### config.mk
export PLATFORM = sky130hd
export DESIGN_NAME = tpm_lpc_block_transport
export DESIGN_NICKNAME = d
export VERILOG_FILES = /design/src/rtl/tpmlpc_pkg.sv /design/src/rtl/tpmlpc_front.sv /design/src/rtl/tpmlpc_queue.sv /design/src/rtl/tpmlpc_back.sv /design/src/rtl/tpm_lpc_block_transport.sv
export SDC_FILE = /design/constraint.sdc
export NUM_CORES = 1
export LEC_CHECK = 0
export ABC_AREA = 1
export BUFFER_PORTS_ARGS = -buffer_cell sky130_fd_sc_hd__buf_2
export CAP_MARGIN = 20
export CORE_ASPECT_RATIO = 0.8
export CORE_MARGIN = 4
export CORE_UTILIZATION = 55
export DETAILED_ROUTE_END_ITERATION = 8
export GPL_TIMING_DRIVEN = 0
export HOLD_SLACK_MARGIN = 0.03
export PLACE_DENSITY = 0.83
export RECOVER_POWER = 50
export REMOVE_ABC_BUFFERS = 1
export SETUP_SLACK_MARGIN = 0.02
export SYNTH_ARGS = -nofsm -noshare
export SYNTH_HDL_FRONTEND = slang
export SYNTH_SLANG_ARGS = --single-unit
### constraint.sdc
create_clock -name aclk -period 5 [get_ports aclk]
set_input_delay 0.75 -clock aclk [delete_from_list [all_inputs] [get_ports aclk]]
set_output_delay 0.75 -clock aclk [all_outputs]
set_load 0.01 [all_outputs]
### src/rtl/tpmlpc_pkg.sv
package tpmlpc_pkg;

    localparam int QUEUE_DEPTH = 4;

    localparam int IN_TDATA_W  = 40;
    localparam int IN_TUSER_W  = 2;
    localparam int OUT_TDATA_W = 48;

    localparam logic [2:0] ERROR_LIMIT_RESET = 3'd2;

    localparam logic [7:0] LPC_VERSION = 8'h01;
    localparam logic [7:0] CTL_DATA    = 8'h04;
    localparam logic [7:0] CTL_WTX     = 8'h10;
    localparam logic [7:0] CTL_ERROR   = 8'h20;
    localparam logic [7:0] NAK_CODE    = 8'h15;

    localparam logic [2:0] ST_RUNNING = 3'd0;
    localparam logic [2:0] ST_OK      = 3'd1;
    localparam logic [2:0] ST_ERRORS  = 3'd2;
    localparam logic [2:0] ST_TPM     = 3'd3;
    localparam logic [2:0] ST_BUS     = 3'd4;

    typedef enum logic [1:0] {
        ACT_START   = 2'd0,
        ACT_PAYLOAD = 2'd1,
        ACT_TPM     = 2'd2,
        ACT_BUS     = 2'd3
    } action_t;

    typedef enum logic [2:0] {
        PH_IDLE,
        PH_SEND,
        PH_HDR,
        PH_DATA,
        PH_ERRB
    } phase_t;

    typedef enum logic [1:0] {
        BEAT_VERSION = 2'd0,
        BEAT_CONTROL = 2'd1,
        BEAT_LEN_HI  = 2'd2,
        BEAT_LEN_LO  = 2'd3
    } beat_t;

    // one queued job: a four-byte frame or a single result
    typedef struct packed {
        logic        is_frame;
        logic [7:0]  ctl;
        logic [15:0] len;
        logic        req;
        logic        tx_valid;
        logic        rx_valid;
        logic [7:0]  data;
        logic        done;
        logic [2:0]  status;
        logic [15:0] rlen;
        logic [7:0]  ebyte;
    } desc_t;

    function automatic desc_t make_frame(logic [7:0] ctl, logic [15:0] len, logic req);
        desc_t d;
        d          = '0;
        d.is_frame = 1'b1;
        d.ctl      = ctl;
        d.len      = len;
        d.req      = req;
        return d;
    endfunction

    function automatic desc_t make_done(logic [2:0] status, logic [15:0] rlen,
                                        logic [7:0] ebyte);
        desc_t d;
        d        = '0;
        d.done   = 1'b1;
        d.status = status;
        d.rlen   = rlen;
        d.ebyte  = ebyte;
        return d;
    endfunction

endpackage

### src/rtl/tpmlpc_front.sv
module tpmlpc_front (
    input  logic                                  aclk,
    input  logic                                  aresetn,
    input  logic                                  item_valid,
    input  logic [tpmlpc_pkg::IN_TUSER_W-1:0]     item_user,
    input  logic [tpmlpc_pkg::IN_TDATA_W-1:0]     item_data,
    input  logic                                  cfg_valid,
    input  logic [2:0]                            cfg_data,
    input  logic                                  queue_full,
    output logic                                  item_ready,
    output logic                                  push,
    output tpmlpc_pkg::desc_t                     push_desc
);

    tpmlpc_pkg::phase_t phase_reg, phase_next;
    logic [1:0]  header_index_reg, header_index_next;
    logic [7:0]  reply_version_reg, reply_version_next;
    logic [7:0]  reply_control_reg, reply_control_next;
    logic [15:0] reply_size_reg, reply_size_next;
    logic [15:0] payload_length_reg, payload_length_next;
    logic [15:0] receive_limit_reg, receive_limit_next;
    logic [15:0] byte_count_reg, byte_count_next;
    logic [2:0]  error_count_reg, error_count_next;
    logic [2:0]  error_limit_reg;

    tpmlpc_pkg::action_t action;
    logic [15:0] send_length;
    logic [15:0] recv_limit;
    logic [7:0]  data_byte;
    logic        accept;
    logic [3:0]  err_inc;
    logic        err_fail;
    logic [15:0] bc_inc;
    logic [15:0] rsize_full;
    logic        hdr_invalid;

    assign action      = tpmlpc_pkg::action_t'(item_user[1:0]);
    assign send_length = item_data[15:0];
    assign recv_limit  = item_data[31:16];
    assign data_byte   = item_data[39:32];

    assign item_ready = !queue_full;
    assign accept     = item_valid && item_ready;
    assign err_inc    = {1'b0, error_count_reg} + 4'd1;
    assign err_fail   = err_inc > {1'b0, error_limit_reg};
    assign bc_inc     = byte_count_reg + 16'd1;
    assign rsize_full = {reply_size_reg[15:8], data_byte};

    always_ff @(posedge aclk) begin
        if (!aresetn) begin
            phase_reg          <= tpmlpc_pkg::PH_IDLE;
            header_index_reg   <= '0;
            reply_version_reg  <= '0;
            reply_control_reg  <= '0;
            reply_size_reg     <= '0;
            payload_length_reg <= '0;
            receive_limit_reg  <= '0;
            byte_count_reg     <= '0;
            error_count_reg    <= '0;
            error_limit_reg    <= tpmlpc_pkg::ERROR_LIMIT_RESET;
        end else begin
            phase_reg          <= phase_next;
            header_index_reg   <= header_index_next;
            reply_version_reg  <= reply_version_next;
            reply_control_reg  <= reply_control_next;
            reply_size_reg     <= reply_size_next;
            payload_length_reg <= payload_length_next;
            receive_limit_reg  <= receive_limit_next;
            byte_count_reg     <= byte_count_next;
            error_count_reg    <= error_count_next;
            if (cfg_valid) begin
                error_limit_reg <= cfg_data;
            end
        end
    end

    always_comb begin
        phase_next          = phase_reg;
        header_index_next   = header_index_reg;
        reply_version_next  = reply_version_reg;
        reply_control_next  = reply_control_reg;
        reply_size_next     = reply_size_reg;
        payload_length_next = payload_length_reg;
        receive_limit_next  = receive_limit_reg;
        byte_count_next     = byte_count_reg;
        error_count_next    = error_count_reg;
        push                = 1'b0;
        push_desc           = '0;
        hdr_invalid         = 1'b0;

        if (accept) begin
            case (action)
                tpmlpc_pkg::ACT_START: begin
                    payload_length_next = send_length;
                    receive_limit_next  = recv_limit;
                    error_count_next    = '0;
                    header_index_next   = '0;
                    byte_count_next     = '0;
                    push                = 1'b1;
                    if (recv_limit == 16'd0) begin
                        push_desc  = tpmlpc_pkg::make_done(tpmlpc_pkg::ST_ERRORS, '0, '0);
                        phase_next = tpmlpc_pkg::PH_IDLE;
                    end else begin
                        push_desc  = tpmlpc_pkg::make_frame(tpmlpc_pkg::CTL_DATA,
                                                            send_length,
                                                            send_length != 16'd0);
                        phase_next = (send_length != 16'd0) ? tpmlpc_pkg::PH_SEND
                                                            : tpmlpc_pkg::PH_HDR;
                    end
                end
                tpmlpc_pkg::ACT_PAYLOAD: begin
                    if (phase_reg == tpmlpc_pkg::PH_SEND) begin
                        push               = 1'b1;
                        push_desc.tx_valid = 1'b1;
                        push_desc.data     = data_byte;
                        byte_count_next    = bc_inc;
                        if (bc_inc >= payload_length_reg) begin
                            header_index_next = '0;
                            phase_next        = tpmlpc_pkg::PH_HDR;
                        end
                    end
                end
                tpmlpc_pkg::ACT_TPM: begin
                    case (phase_reg)
                        tpmlpc_pkg::PH_HDR: begin
                            header_index_next = header_index_reg + 2'd1;
                            case (tpmlpc_pkg::beat_t'(header_index_reg))
                                tpmlpc_pkg::BEAT_VERSION: reply_version_next = data_byte;
                                tpmlpc_pkg::BEAT_CONTROL: reply_control_next = data_byte;
                                tpmlpc_pkg::BEAT_LEN_HI:  reply_size_next = {data_byte, 8'h00};
                                default: begin
                                    reply_size_next   = rsize_full;
                                    header_index_next = '0;
                                    if (reply_version_reg != tpmlpc_pkg::LPC_VERSION) begin
                                        hdr_invalid = 1'b1;
                                    end else if (reply_control_reg == tpmlpc_pkg::CTL_DATA) begin
                                        if (rsize_full > receive_limit_reg) begin
                                            hdr_invalid = 1'b1;
                                        end else if (rsize_full == 16'd0) begin
                                            push       = 1'b1;
                                            push_desc  = tpmlpc_pkg::make_done(
                                                             tpmlpc_pkg::ST_OK, '0, '0);
                                            phase_next = tpmlpc_pkg::PH_IDLE;
                                        end else begin
                                            byte_count_next = '0;
                                            phase_next      = tpmlpc_pkg::PH_DATA;
                                        end
                                    end else if ((reply_control_reg & tpmlpc_pkg::CTL_ERROR)
                                                 != 8'd0) begin
                                        phase_next = tpmlpc_pkg::PH_ERRB;
                                    end else if ((reply_control_reg & tpmlpc_pkg::CTL_WTX)
                                                 != 8'd0) begin
                                        push      = 1'b1;
                                        push_desc = tpmlpc_pkg::make_frame(
                                                        tpmlpc_pkg::CTL_WTX, '0, 1'b0);
                                    end else begin
                                        hdr_invalid = 1'b1;
                                    end
                                    if (hdr_invalid) begin
                                        push = 1'b1;
                                        if (err_fail) begin
                                            push_desc  = tpmlpc_pkg::make_done(
                                                             tpmlpc_pkg::ST_ERRORS, '0, '0);
                                            phase_next = tpmlpc_pkg::PH_IDLE;
                                        end else begin
                                            error_count_next = err_inc[2:0];
                                            push_desc        = tpmlpc_pkg::make_frame(
                                                                   tpmlpc_pkg::CTL_ERROR,
                                                                   '0, 1'b0);
                                        end
                                    end
                                end
                            endcase
                        end
                        tpmlpc_pkg::PH_DATA: begin
                            push               = 1'b1;
                            push_desc.rx_valid = 1'b1;
                            push_desc.data     = data_byte;
                            byte_count_next    = bc_inc;
                            if (bc_inc >= reply_size_reg) begin
                                push_desc.done   = 1'b1;
                                push_desc.status = tpmlpc_pkg::ST_OK;
                                push_desc.rlen   = reply_size_reg;
                                phase_next       = tpmlpc_pkg::PH_IDLE;
                            end
                        end
                        tpmlpc_pkg::PH_ERRB: begin
                            push = 1'b1;
                            if (data_byte != tpmlpc_pkg::NAK_CODE) begin
                                push_desc  = tpmlpc_pkg::make_done(tpmlpc_pkg::ST_TPM, '0,
                                                                   data_byte);
                                phase_next = tpmlpc_pkg::PH_IDLE;
                            end else if (err_fail) begin
                                push_desc  = tpmlpc_pkg::make_done(tpmlpc_pkg::ST_ERRORS,
                                                                   '0, '0);
                                phase_next = tpmlpc_pkg::PH_IDLE;
                            end else begin
                                error_count_next  = err_inc[2:0];
                                header_index_next = '0;
                                byte_count_next   = '0;
                                push_desc         = tpmlpc_pkg::make_frame(
                                                        tpmlpc_pkg::CTL_DATA,
                                                        payload_length_reg,
                                                        payload_length_reg != 16'd0);
                                phase_next        = (payload_length_reg != 16'd0)
                                                    ? tpmlpc_pkg::PH_SEND
                                                    : tpmlpc_pkg::PH_HDR;
                            end
                        end
                        default: ;
                    endcase
                end
                default: begin
                    if (phase_reg != tpmlpc_pkg::PH_IDLE) begin
                        push       = 1'b1;
                        push_desc  = tpmlpc_pkg::make_done(tpmlpc_pkg::ST_BUS, '0, '0);
                        phase_next = tpmlpc_pkg::PH_IDLE;
                    end
                end
            endcase
        end
    end

endmodule

### src/rtl/tpmlpc_queue.sv
module tpmlpc_queue #(
    parameter int Depth = tpmlpc_pkg::QUEUE_DEPTH
) (
    input  logic              aclk,
    input  logic              aresetn,
    input  logic              push,
    input  tpmlpc_pkg::desc_t push_desc,
    input  logic              pop,
    output tpmlpc_pkg::desc_t head,
    output logic              full,
    output logic              empty
);

    localparam int PtrW = (Depth > 1) ? $clog2(Depth) : 1;
    localparam int CntW = $clog2(Depth + 1);
    localparam logic [PtrW-1:0] LastPtr = PtrW'(Depth - 1);
    localparam logic [CntW-1:0] FullCnt = CntW'(Depth);

    tpmlpc_pkg::desc_t slot_reg [Depth];
    logic [PtrW-1:0] wr_ptr_reg, rd_ptr_reg;
    logic [CntW-1:0] count_reg;
    logic            do_push, do_pop;

    assign full    = count_reg == FullCnt;
    assign empty   = count_reg == '0;
    assign do_push = push && !full;
    assign do_pop  = pop && !empty;
    assign head    = slot_reg[rd_ptr_reg];

    always_ff @(posedge aclk) begin
        if (!aresetn) begin
            wr_ptr_reg <= '0;
            rd_ptr_reg <= '0;
            count_reg  <= '0;
        end else begin
            if (do_push) begin
                wr_ptr_reg <= (wr_ptr_reg == LastPtr) ? '0 : wr_ptr_reg + 1'b1;
            end
            if (do_pop) begin
                rd_ptr_reg <= (rd_ptr_reg == LastPtr) ? '0 : rd_ptr_reg + 1'b1;
            end
            if (do_push && !do_pop) begin
                count_reg <= count_reg + 1'b1;
            end else if (do_pop && !do_push) begin
                count_reg <= count_reg - 1'b1;
            end
        end
    end

    always_ff @(posedge aclk) begin
        if (do_push) begin
            slot_reg[wr_ptr_reg] <= push_desc;
        end
    end

endmodule

### src/rtl/tpmlpc_back.sv
module tpmlpc_back (
    input  logic                                 aclk,
    input  logic                                 aresetn,
    input  tpmlpc_pkg::desc_t                    head,
    input  logic                                 empty,
    output logic                                 pop,
    output logic                                 res_valid,
    input  logic                                 res_ready,
    output logic [tpmlpc_pkg::OUT_TDATA_W-1:0]   res_data,
    output logic                                 res_last
);

    logic [1:0] beat_reg, beat_next;
    logic       res_valid_reg;
    logic [tpmlpc_pkg::OUT_TDATA_W-1:0] res_data_reg, res_data_next;
    logic       res_last_reg, res_last_next;
    logic       load;
    logic       last_beat;

    logic       txv, rxv, preq;
    logic [7:0] txb, rxb;

    assign load      = !empty && (!res_valid_reg || res_ready);
    assign last_beat = tpmlpc_pkg::beat_t'(beat_reg) == tpmlpc_pkg::BEAT_LEN_LO;
    assign pop       = load && (!head.is_frame || last_beat);

    always_comb begin
        beat_next = beat_reg;
        if (load) begin
            beat_next = pop ? 2'd0 : beat_reg + 2'd1;
        end
        txv  = head.tx_valid;
        txb  = head.tx_valid ? head.data : 8'h00;
        rxv  = head.rx_valid;
        rxb  = head.rx_valid ? head.data : 8'h00;
        preq = 1'b0;
        if (head.is_frame) begin
            txv  = 1'b1;
            preq = head.req && last_beat;
            case (tpmlpc_pkg::beat_t'(beat_reg))
                tpmlpc_pkg::BEAT_VERSION: txb = tpmlpc_pkg::LPC_VERSION;
                tpmlpc_pkg::BEAT_CONTROL: txb = head.ctl;
                tpmlpc_pkg::BEAT_LEN_HI:  txb = head.len[15:8];
                default:                  txb = head.len[7:0];
            endcase
        end
        // txv, txb, rxv, rxb, payload_request, done, status, reply_length, error byte
        res_data_next = {1'b0, head.ebyte, head.rlen, head.status, head.done, preq,
                         rxb, rxv, txb, txv};
        res_last_next = !head.is_frame || last_beat;
    end

    always_ff @(posedge aclk) begin
        if (!aresetn) begin
            beat_reg      <= '0;
            res_valid_reg <= 1'b0;
        end else begin
            beat_reg <= beat_next;
            if (load) begin
                res_valid_reg <= 1'b1;
            end else if (res_ready) begin
                res_valid_reg <= 1'b0;
            end
        end
    end

    always_ff @(posedge aclk) begin
        if (load) begin
            res_data_reg <= res_data_next;
            res_last_reg <= res_last_next;
        end
    end

    assign res_valid = res_valid_reg;
    assign res_data  = res_data_reg;
    assign res_last  = res_last_reg;

endmodule

### src/rtl/tpm_lpc_block_transport.sv
// TPM block transport framer/deframer. Each item on s_ is one event: start
// (tuser 0) sends a four-byte data header (an error result if recv_limit is 0),
// host payload bytes (1) go to the TPM, TPM bytes (2) are parsed as reply header
// and payload, bus failure (3) aborts. Results come out on m_ one per transfer,
// tlast marking the last one caused by an item. The front end takes one item per
// clock while its job queue has room; the back end drains the queue at one
// result per clock while m_tready allows, so a frame item (start, resend, WTX or
// NAK) gives four output beats, a single-result item one, and an ignored item or
// a reply header byte without a result none. The queue holds QueueDepth jobs so
// the input keeps flowing across short output stalls. The user must write
// error_limit on cfg_ only while no transaction runs; the block does not enforce it.
module tpm_lpc_block_transport #(
    parameter int QueueDepth = tpmlpc_pkg::QUEUE_DEPTH
) (
    input  logic                                aclk,
    input  logic                                aresetn,
    input  logic                                s_tvalid,
    output logic                                s_tready,
    // send_length, recv_limit, data_byte
    input  logic [tpmlpc_pkg::IN_TDATA_W-1:0]   s_tdata,
    // action
    input  logic [tpmlpc_pkg::IN_TUSER_W-1:0]   s_tuser,
    output logic                                m_tvalid,
    input  logic                                m_tready,
    // tx_valid, tx_byte, rx_valid, rx_byte, payload_request, done_res, status,
    // reply_length, tpm_error_byte, one zero pad bit
    output logic [tpmlpc_pkg::OUT_TDATA_W-1:0]  m_tdata,
    output logic                                m_tlast,
    input  logic                                cfg_valid,
    output logic                                cfg_ready,
    input  logic [2:0]                          cfg_data
);

    logic              q_push, q_pop, q_full, q_empty;
    tpmlpc_pkg::desc_t q_push_desc, q_head;

    assign cfg_ready = 1'b1;

    tpmlpc_front u_front (
        .aclk       (aclk),
        .aresetn    (aresetn),
        .item_valid (s_tvalid),
        .item_user  (s_tuser),
        .item_data  (s_tdata),
        .cfg_valid  (cfg_valid),
        .cfg_data   (cfg_data),
        .queue_full (q_full),
        .item_ready (s_tready),
        .push       (q_push),
        .push_desc  (q_push_desc)
    );

    tpmlpc_queue #(
        .Depth (QueueDepth)
    ) u_queue (
        .aclk      (aclk),
        .aresetn   (aresetn),
        .push      (q_push),
        .push_desc (q_push_desc),
        .pop       (q_pop),
        .head      (q_head),
        .full      (q_full),
        .empty     (q_empty)
    );

    tpmlpc_back u_back (
        .aclk      (aclk),
        .aresetn   (aresetn),
        .head      (q_head),
        .empty     (q_empty),
        .pop       (q_pop),
        .res_valid (m_tvalid),
        .res_ready (m_tready),
        .res_data  (m_tdata),
        .res_last  (m_tlast)
    );

    a_queue_state: assert property (@(posedge aclk) disable iff (!aresetn)
        !(q_full && q_empty))
        else $error("queue full and empty together");

    a_done_is_last: assert property (@(posedge aclk) disable iff (!aresetn)
        m_tvalid && m_tdata[19] |-> m_tlast)
        else $error("ending result not marked last");

    a_request_on_frame_end: assert property (@(posedge aclk) disable iff (!aresetn)
        m_tvalid && m_tdata[18] |-> m_tlast && m_tdata[0])
        else $error("payload request outside last header byte");

    a_status_with_done: assert property (@(posedge aclk) disable iff (!aresetn)
        m_tvalid |-> (m_tdata[19] == (m_tdata[22:20] != tpmlpc_pkg::ST_RUNNING)))
        else $error("status and done disagree");

    a_no_push_when_full: assert property (@(posedge aclk) disable iff (!aresetn)
        q_push |-> !q_full)
        else $error("job pushed into full queue");

endmodule
==> metrics.csv, run 1 <==
stage;metric;value;unit
sta;tightest_slew;2.344;ns
sta;final.min_clock_period;4.447;ns
floorplan;dieArea;34360;sq um
outcome;status;complete, but fails checks;
cts;clock_sinks;387;
sta;fin_skew;0.02017;ns
placed_design;port-buffer-count;99;
cts;clock_latency;0.54;ns
power;p_leak;7.181;nW
flow_run;drv_cap;4;
synth;synth-edff-count;284;
worst_setup_path;crit_chain;buf_16 -> inv_4 -> buf_16 -> nand2_1 -> nand3_1 -> nand2_1 -> nor2_2 -> inv_1 -> nand2_1 -> ha_1 -> inv_1 -> fa_1 -> o21ai_0 -> o21ai_0 -> a21oi_1;
sta;setup_violations;0;
cts;hold_buffers;0;
drt;via_per_inst;5.918;
global_routing;antenna_found_initial;1;
placed_design;dpl-instance-area;18420;sq um
worst_setup_path;crit_slowest_cell;dfxtp_1;
drt;drcViolationCount;0;
sta;rsz0062_at_grt;false;
synth;yosys_most_used_dff;edfxtp_1;
floorplan;top_level_ports;102;
power;finalPower;8.988;mW
drt;wl;42610;um
outcome;violations;capacitance limit, slew limit;
drt;drt_iter0_markers;1548;
power;p_comb_share;22.5;%
worst_setup_path;slowest_delay;0.84;ns
synth;ys_ff_latch;387;
final_layout;stdcell_count;2170;
final_layout;fin_nets;1849;
placed_design;gp_congestion;0.9536;
worst_setup_path;end_kind;register;
cts;cts_tree;done;
synth;synth.most_common_cell;edfxtp_1;
power;p_int;6.175;mW
synth;syn_inst;1644;
final_layout;utilization;63.53;%
placed_design;dp.cells;2099;
worst_setup_path;critPathLaunchType;register;
global_routing;grt.total_usage;24.36;%
floorplan;core;30670;sq um
drt;wire_per_inst;19.64;um
floorplan;rows;57;
floorplan;initial_utilization;56.39;%
sta;holdWs;0.4356;ns
synth;yosysSeqAreaShare;61.24;%
global_routing;grt_pass1_wl;66260;um
global_routing;grt_pass1_vias;12250;
synth;synthTopCellsByCount;284 x edfxtp_1, 190 x nor2_1, 174 x inv_1;
cts;post-cts-setup-buffer-count;0;
final_layout;largest_reg_flops;236;
worst_setup_path;worstSetupPathType;reg -> reg;
synth;synth_top_area_share;49.31;%
worst_setup_path;arrival;4.91;ns
sta;hold_viol_final;0;
sta;max_freq;224.9;MHz
final_layout;area_growth;12.65;%
worst_setup_path;path_common_cell;nand2_1;
drt;vias;12840;
cts;clkSlewWorstSetupHoldPaths;0.06;ns
power;switchingPower;2.813;mW
synth;async_flop_share;0;%
synth;syn_area;17290;sq um
final_layout;drive_above_1_share;9.852;%
drt;drtAntennaViolNets;0;
floorplan;die_w;206.3;um
cts;ctsHtreeMaxLevel;2;
global_routing;overflow;0;
worst_setup_path;cp.required;5.46;ns
worst_setup_path;path_max_fanout;82;
cts;cts_made_buffers;38;
global_routing;grt_max_degree;83;
sta;drv_slew;177;
sta;post-route-period-util;88.95;%
synth;synth_cell_types;54;
cts;root_buffer;clkbuf_16;
synth;syn_area_per_cell;10.52;sq um
power;power_frac_clock;31.8;%
final_layout;final_area;19480;sq um
synth;yosysTopAreaCell;edfxtp_1;
cts;cts_resized;0;
synth;synth_area_leaders;edfxtp_1 49%, dfxtp_1 12%, ha_1 5.2%;
power;switching_share;31.29;%
min_path;hp-class;in -> reg;
power;seqPwrFrac;45.7;%
power;p_per_area;461.4;nW/um^2
sta;timing.slew.headroom;-56.27;%
power;ir_drop;0.0003482;V
placed_design;post-dp-hpwl;29020;um
floorplan;die-height;166.6;um
drt;drt_first_pass_iters;8;
cts;clk_path_buf_depth;3;
synth;yosys_warnings;0;
## power groups by stage
stage                     Combinational, mW  Clock (mW)  Sequential (mW)
after floorplan                        1.07           0             4.32
after global placement                 1.81           0             4.28
after detailed placement               2.15           0             4.16
after CTS                              2.17        2.89             4.09
after global routing                   2.24        3.05             4.14
final                                  2.02        2.86             4.11
## cells in the final DEF (no fill, tap or decap), drive strengths merged, types with 16 or more instances in the layout
cell / Yosys / final
inv: 184 / 186
edfxtp: 284 / 284
a22oi: 16 / 16
nand4: 22 / 22
nor2: 212 / 212
dfxtp: 103 / 103
clkbuf: 57 / 107
nand3: 44 / 44
buf: 16 / 58
a21oi: 124 / 124
o22ai: 64 / 64
nor3: 46 / 46
a211oi: 18 / 18
ha: 72 / 72
nand2: 145 / 145
o21ai: 174 / 174
clkinv: 4 / 17
## routing by layer
layer | wire (um) | share of wire, % | up-vias | global-route usage (%)
li1 | - | - | 5979 | -
met1 | 18240 | 43 | 6075 | 36.30
met2 | 18930 | 44 | 706 | 36.79
met3 | 4462 | 10 | 82 | 4.802
met4 | 978 | 2.3 | 0 | 6.709
met5 | 0 | 0 | - | 0
## worst max-delay path, delay by kind of cell, from the launching register on
| kind | cells | cell delay (ns) |
|---|---|---|
| flip-flops | 1 | 0.84 |
| adder cells (fa/ha/maj) | 2 | 0.60 |
| AND/OR/NAND/NOR | 5 | 0.85 |
| buffers and inverters | 5 | 1.48 |
| AO/OA/AOI/OAI | 3 | 0.55 |
## layout make-up
type                       instances  area (sq um)
inverter                         188         709.4
clock buffer                      50          1046
antenna                            1         2.502
multi-input combinational        996          5682
fill                            2378         11190
timing repair buffer             115         729.5
clock inverter                    20         203.9
sequential                       387         10590
tap                              413         516.7
## kinds of logic after synthesis
group	after synthesis	share of synthesized area, %
AO/OA/AOI/OAI	429	14.42
flip-flops	387	61.24
buffers and inverters	261	5.940
XOR/XNOR	15	0.7596
AND/OR/NAND/NOR	477	12.28
adder cells (fa/ha/maj)	73	5.325
other	2	0.04343
## final timing paths
path              cells after the start                         start  slack [ns]                           end
setup / recovery                     15                      register        0.55          u_queue.count_reg[2]
hold / removal                        3                   cfg_data[0]        0.44    u_front.error_limit_reg[0]
setup reg to reg                     15                      register        0.55          u_queue.count_reg[2]
hold reg to reg                       2  u_front.reply_control_reg[2]        0.46  u_front.reply_control_reg[2]
## per-stage QoR
| step | setup slack, ns | TNS, ns |
|---|---|---|
| global route | 0.1345 | 0 |
| floorplan | -0.001295 | -0.001295 |
| finish | 0.5527 | 0 |
| detailed placement | 0.7596 | 0 |
| global placement | -2.846 | -726.84 |
| CTS | 0.7356 | 0 |
Power figures use the tool's default switching activity.
==> inputs of run 2 (changes only) <==
==> constraint.sdc (replaced) <==
create_clock -name aclk -period 5 [get_ports aclk]
set_input_delay 1 -clock aclk [delete_from_list [all_inputs] [get_ports aclk]]
set_output_delay 1 -clock aclk [all_outputs]
set_load 0.01 [all_outputs]
==> run 2 against run 1 <==
  * The run still ends with capacitance limit, slew limit left
  * Sequential power hardly changed
  * Hold slack better by 0.024 ns
  * First-iteration DRC count is 6.1% lower
  * Clock power hardly changed
  * Design area is 0.17% higher
  * Setup slack worse by 0.047 ns
  * Non-clock buffer count stayed put
  * Count of clock-buffer cells in the layout stayed put
  * Fmax is 1.1% lower
  * Combinational power hardly changed
  * Via count is 0.76% lower
  * Largest power group unchanged
  * Highest routed layer unchanged
==> metrics.csv, run 2 (synthesis gave the netlist of run 1 again) <==
stage;metric;value;unit
power;ir_drop;0.0003480;V
placed_design;pre_cts_ws;0.7020;ns
worst_setup_path;worstSetupPathType;in -> reg;
sta;fin_setup_tns;0;ns
worst_setup_path;cp.required;5.41;ns
sta;fin_skew;0.02292;ns
floorplan;die-height;166.6;um
global_routing;top_usage_layer;met2;
outcome;status;complete, but fails checks;
placed_design;port-buffer-count;99;
cts;clkSlewWorstSetupHoldPaths;0.06;ns
final_layout;area_growth;12.84;%
final_layout;utilization;63.64;%
final_layout;drive_above_1_share;10.19;%
placed_design;gp_congestion;0.9536;
worst_setup_path;crit_buf_inv;2;
power;p_leak;7.193;nW
drt;via_per_inst;5.873;
drt;drt_iter0_markers;1454;
cts;cts_made_buffers;38;
power;p_per_area;460.6;nW/um^2
cts;clock_sinks;387;
cts;root_buffer;clkbuf_16;
sta;drv_slew;177;
floorplan;top_level_ports;102;
flow_run;drv_cap;4;
global_routing;grt.total_usage;24.36;%
final_layout;largest_reg_flops;236;
final_layout;layout_commonest_cell;edfxtp_1;
placed_design;dpl-instance-area;18420;sq um
floorplan;die_w;206.3;um
sta;timing.slew.headroom;-55.15;%
final_layout;stdcell_count;2170;
min_path;hp-class;reg -> reg;
floorplan;dieArea;34360;sq um
worst_setup_path;r2r_slack;0.56;ns
drt;wl;42600;um
worst_setup_path;critPathLaunchType;input pin;
drt;drt_first_pass_iters;6;
worst_setup_path;end_kind;register;
outcome;violations;capacitance limit, slew limit;
global_routing;met3_usage;4.802;%
final_layout;fin_nets;1849;
sta;holdWs;0.4595;ns
global_routing;antenna_found_initial;1;
drt;wire_per_inst;19.63;um
sta;max_freq;222.5;MHz
floorplan;initial_utilization;56.39;%
drt;drcViolationCount;0;
sta;hold_viol_final;0;
final_layout;final_cell_mix;284 x edfxtp_1, 190 x nor2_1, 175 x inv_1;
worst_setup_path;crit_chain;clkbuf_1 -> inv_1 -> a211oi_1;
global_routing;use_met2;36.79;%
cts;cts_resized;0;
global_routing;grt_pass1_vias;12250;
sta;rsz0062_at_grt;false;
worst_setup_path;crit_slowest_cell;clkbuf_1;
worst_setup_path;crit_family;buffers and inverters;
placed_design;dp.cells;2099;
floorplan;core;30670;sq um
cts;post-cts-setup-buffer-count;0;
worst_setup_path;path_max_fanout;59;
final_layout;final_area;19520;sq um
worst_setup_path;arrival;4.90;ns
sta;final.min_clock_period;4.495;ns
global_routing;grt_pass1_wl;66260;um
drt;vias;12740;
sta;post-route-period-util;89.90;%
placed_design;post-dp-hpwl;29020;um
global_routing;grt_max_degree;83;
global_routing;overflow;0;
worst_setup_path;crit_start;aresetn;
cts;clock_latency;0.55;ns
global_routing;met1_usage;36.30;%
sta;layout_setup_ws;0.5052;ns
floorplan;rows;57;
sta;setup_violations;0;
min_path;holdCritStartpoint;u_front.reply_control_reg[2];
cts;ctsHtreeMaxLevel;2;
worst_setup_path;slowest_delay;1.62;ns
cts;clk_path_buf_depth;3;
drt;drtAntennaViolNets;0;
power;finalPower;8.988;mW
sta;tightest_slew;2.327;ns
cts;cts_tree;done;
cts;hold_buffers;0;
==> run 2: path summary, 6_finish.rpt <==
kind	cells after the start	endpoint
setup / recovery	3	u_front.reply_size_reg[12]
hold / removal	2	u_front.reply_control_reg[2]
setup reg to reg	15	u_queue.count_reg[2]
hold reg to reg	2	u_front.reply_control_reg[2]
==> run 2: worst register-to-register path: stages (launching register included) <==
cell     delay [ns]
dfxtp_1        0.83
buf_16         0.48
inv_4          0.40
buf_16         0.34
nand2_1        0.10
nand3_1        0.07
nand2_1        0.12
nor2_2         0.40
inv_1          0.23
nand2_1        0.16
ha_1           0.16
inv_1          0.07
fa_1           0.44
o21ai_0        0.24
o21ai_0        0.11
a21oi_1        0.20
==> run 2: area by class of cell <==
class,instances,area [sq um]
Tap cell,413,516.7
Timing Repair Buffer,115,753.2
Inverter,188,709.4
Sequential cell,387,10590
Clock buffer,50,1046
Fill cell,2374,11150
Antenna cell,1,2.502
Multi-Input combinational cell,996,5692
Clock inverter,20,203.9
==> run 2: layer usage <==
| layer | up-vias | wire, um |
|---|---|---|
| met5 | - | 0 |
| met4 | 0 | 1005 |
| met3 | 86 | 3958 |
| met2 | 624 | 18930 |
| met1 | 6058 | 18700 |
| li1 | 5976 | - |
==> run 2: power by group <==
part	internal [mW]	switching, mW
Combinational	0.593	1.43
Sequential	3.94	0.168
Clock	1.65	1.21
Total	6.18	2.81
==> inputs of run 3 (changes only) <==
Settings changed: CORE_ASPECT_RATIO 0.8 to 1.5.
==> run 3 against run 2 <==
  * The run still ends with capacitance limit, slew limit left
  * Critical path depth increased by 12
  * Power is 1.1% lower
  * Sequential power barely moved
  * Utilization is 1.1 points lower
  * Die area grew 0.12%
  * Hold slack improved by 0.00085 ns
  * Setup slack better by 0.12 ns
==> metrics.csv, run 3 (synthesis gave the netlist of run 1 again) <==
stage;metric;value;unit
outcome;status;complete, but fails checks;
outcome;violations;capacitance limit, slew limit;
final_layout;antenna_cells;0;
sta;final.min_clock_period;4.378;ns
global_routing;grt.total_usage;23.71;%
sta;max_freq;228.4;MHz
drt;drcViolationCount;0;
cts;cts_made_buffers;36;
sta;layout_setup_ws;0.6217;ns
flow_run;drv_cap;3;
final_layout;stdcell_count;2154;
final_layout;fin_nets;1845;
sta;fin_setup_tns;0;ns
power;finalPower;8.894;mW
placed_design;dp.cells;2089;
drt;drt_first_pass_iters;5;
final_layout;final_area;19410;sq um
placed_design;post-dp-hpwl;28380;um
final_layout;final_cell_mix;284 x edfxtp_1, 191 x nor2_1, 175 x inv_1;
cts;cts_tree;done;
worst_setup_path;worstSetupPathType;reg -> reg;
global_routing;antenna_found_initial;0;
floorplan;rows;79;
final_layout;largest_reg_flops;236;
sta;post-route-period-util;87.57;%
global_routing;grt_max_degree;87;
cts;clock_sinks;387;
final_layout;utilization;62.53;%
floorplan;die_w;152.8;um
cts;ctsHtreeMaxLevel;2;
floorplan;die-height;225.2;um
worst_setup_path;end_kind;register;
power;ir_drop;0.0002754;V
sta;tightest_slew;2.302;ns
sta;rsz0062_at_grt;false;
placed_design;pre_cts_ws;0.7983;ns
worst_setup_path;arrival;4.82;ns
sta;holdWs;0.4604;ns
drt;wire_per_inst;19.53;um
worst_setup_path;cp.required;5.45;ns
drt;drt_iter0_markers;1329;
final_layout;area_growth;12.23;%
cts;clk_path_buf_depth;3;
cts;clock_latency;0.54;ns
floorplan;core;31040;sq um
global_routing;grt_pass1_wl;65000;um
floorplan;initial_utilization;55.72;%
floorplan;top_level_ports;102;
power;seqPwrFrac;46.2;%
power;p_per_area;458.2;nW/um^2
sta;fin_skew;0.02029;ns
power;p_comb_share;22.4;%
cts;root_buffer;clkbuf_16;
worst_setup_path;path_max_fanout;86;
final_layout;drive_above_1_share;10.12;%
cts;cts_resized;0;
sta;hold_viol_final;0;
global_routing;grt_pass1_vias;12340;
min_path;hp-class;reg -> reg;
drt;via_per_inst;5.927;
placed_design;dpl-instance-area;18320;sq um
power;power_frac_clock;31.4;%
worst_setup_path;critPathLaunchType;register;
cts;hold_buffers;0;
power;switching_share;30.90;%
final_layout;layout_commonest_cell;edfxtp_1;
sta;setup_violations;0;
drt;vias;12770;
placed_design;port-buffer-count;99;
power;p_int;6.146;mW
sta;drv_slew;153;
cts;post-cts-setup-buffer-count;0;
cts;clkSlewWorstSetupHoldPaths;0.06;ns
final_layout;fill_cells;2389;
sta;timing.slew.headroom;-53.46;%
power;p_leak;7.145;nW
drt;drtAntennaViolNets;0;
drt;wl;42060;um
floorplan;dieArea;34400;sq um
power;switchingPower;2.748;mW
placed_design;gp_congestion;0.9129;
global_routing;overflow;0;
## run 3: changes by cell type in the layout (fill, tap and decap cells not counted), sizes merged
cell / previous run / this run
clkinvlp: 2 / 3
clkinv: 16 / 14
bufinv: 3 / 4
buf: 59 / 58
clkbuf: 106 / 99
diode: 1 / 0
inv: 187 / 188
## run 3: power groups by stage
stage,registers [mW],logic [mW],clock network (mW)
floorplan,4.32,1.07,0
global placement,4.26,1.82,0
detailed placement,4.16,2.08,0
CTS,4.09,2.09,2.82
global route,4.14,2.20,2.96
finish,4.10,2.00,2.79
## run 3: metal layers
layer	GRT usage, %	vias up	wire [um]
met5	0	-	0
met4	9.088	0	1570
met3	3.324	112	3032
met2	43.30	556	21530
met1	28.45	6142	15930
li1	-	5957	-
## run 3: final timing paths
kind / end / startpoint / slack [ns] / depth (start not counted)
setup / recovery: u_queue.count_reg[2] / register / 0.62 / 15
hold / removal: u_front.receive_limit_reg[6] / u_front.receive_limit_reg[6] / 0.46 / 2
setup reg to reg: u_queue.count_reg[2] / register / 0.62 / 15
hold reg to reg: u_front.receive_limit_reg[6] / u_front.receive_limit_reg[6] / 0.46 / 2
## run 3: critical path, cell delays in order (launching register included)
cell,delay (ns)
dfxtp_4,0.52
buf_16,0.27
inv_4,0.33
buf_16,0.32
nand2_1,0.13
nand3_1,0.09
nand2_1,0.16
nor2_1,0.63
inv_1,0.24
nand2_1,0.18
ha_1,0.18
inv_1,0.08
fa_1,0.43
o21ai_0,0.23
o21ai_0,0.11
a21oi_1,0.22
## run 3: cell type report
cell class / count / area, sq um / area share [%]
sequential: 387 / 10600 / 54.59
timing repair buffer: 113 / 691.9 / 3.565
multi-input combinational: 996 / 5702 / 29.38
inverter: 188 / 709.4 / 3.655
tap: 405 / 506.7 / 2.611
clock buffer: 44 / 982.2 / 5.061
clock inverter: 21 / 221.5 / 1.141
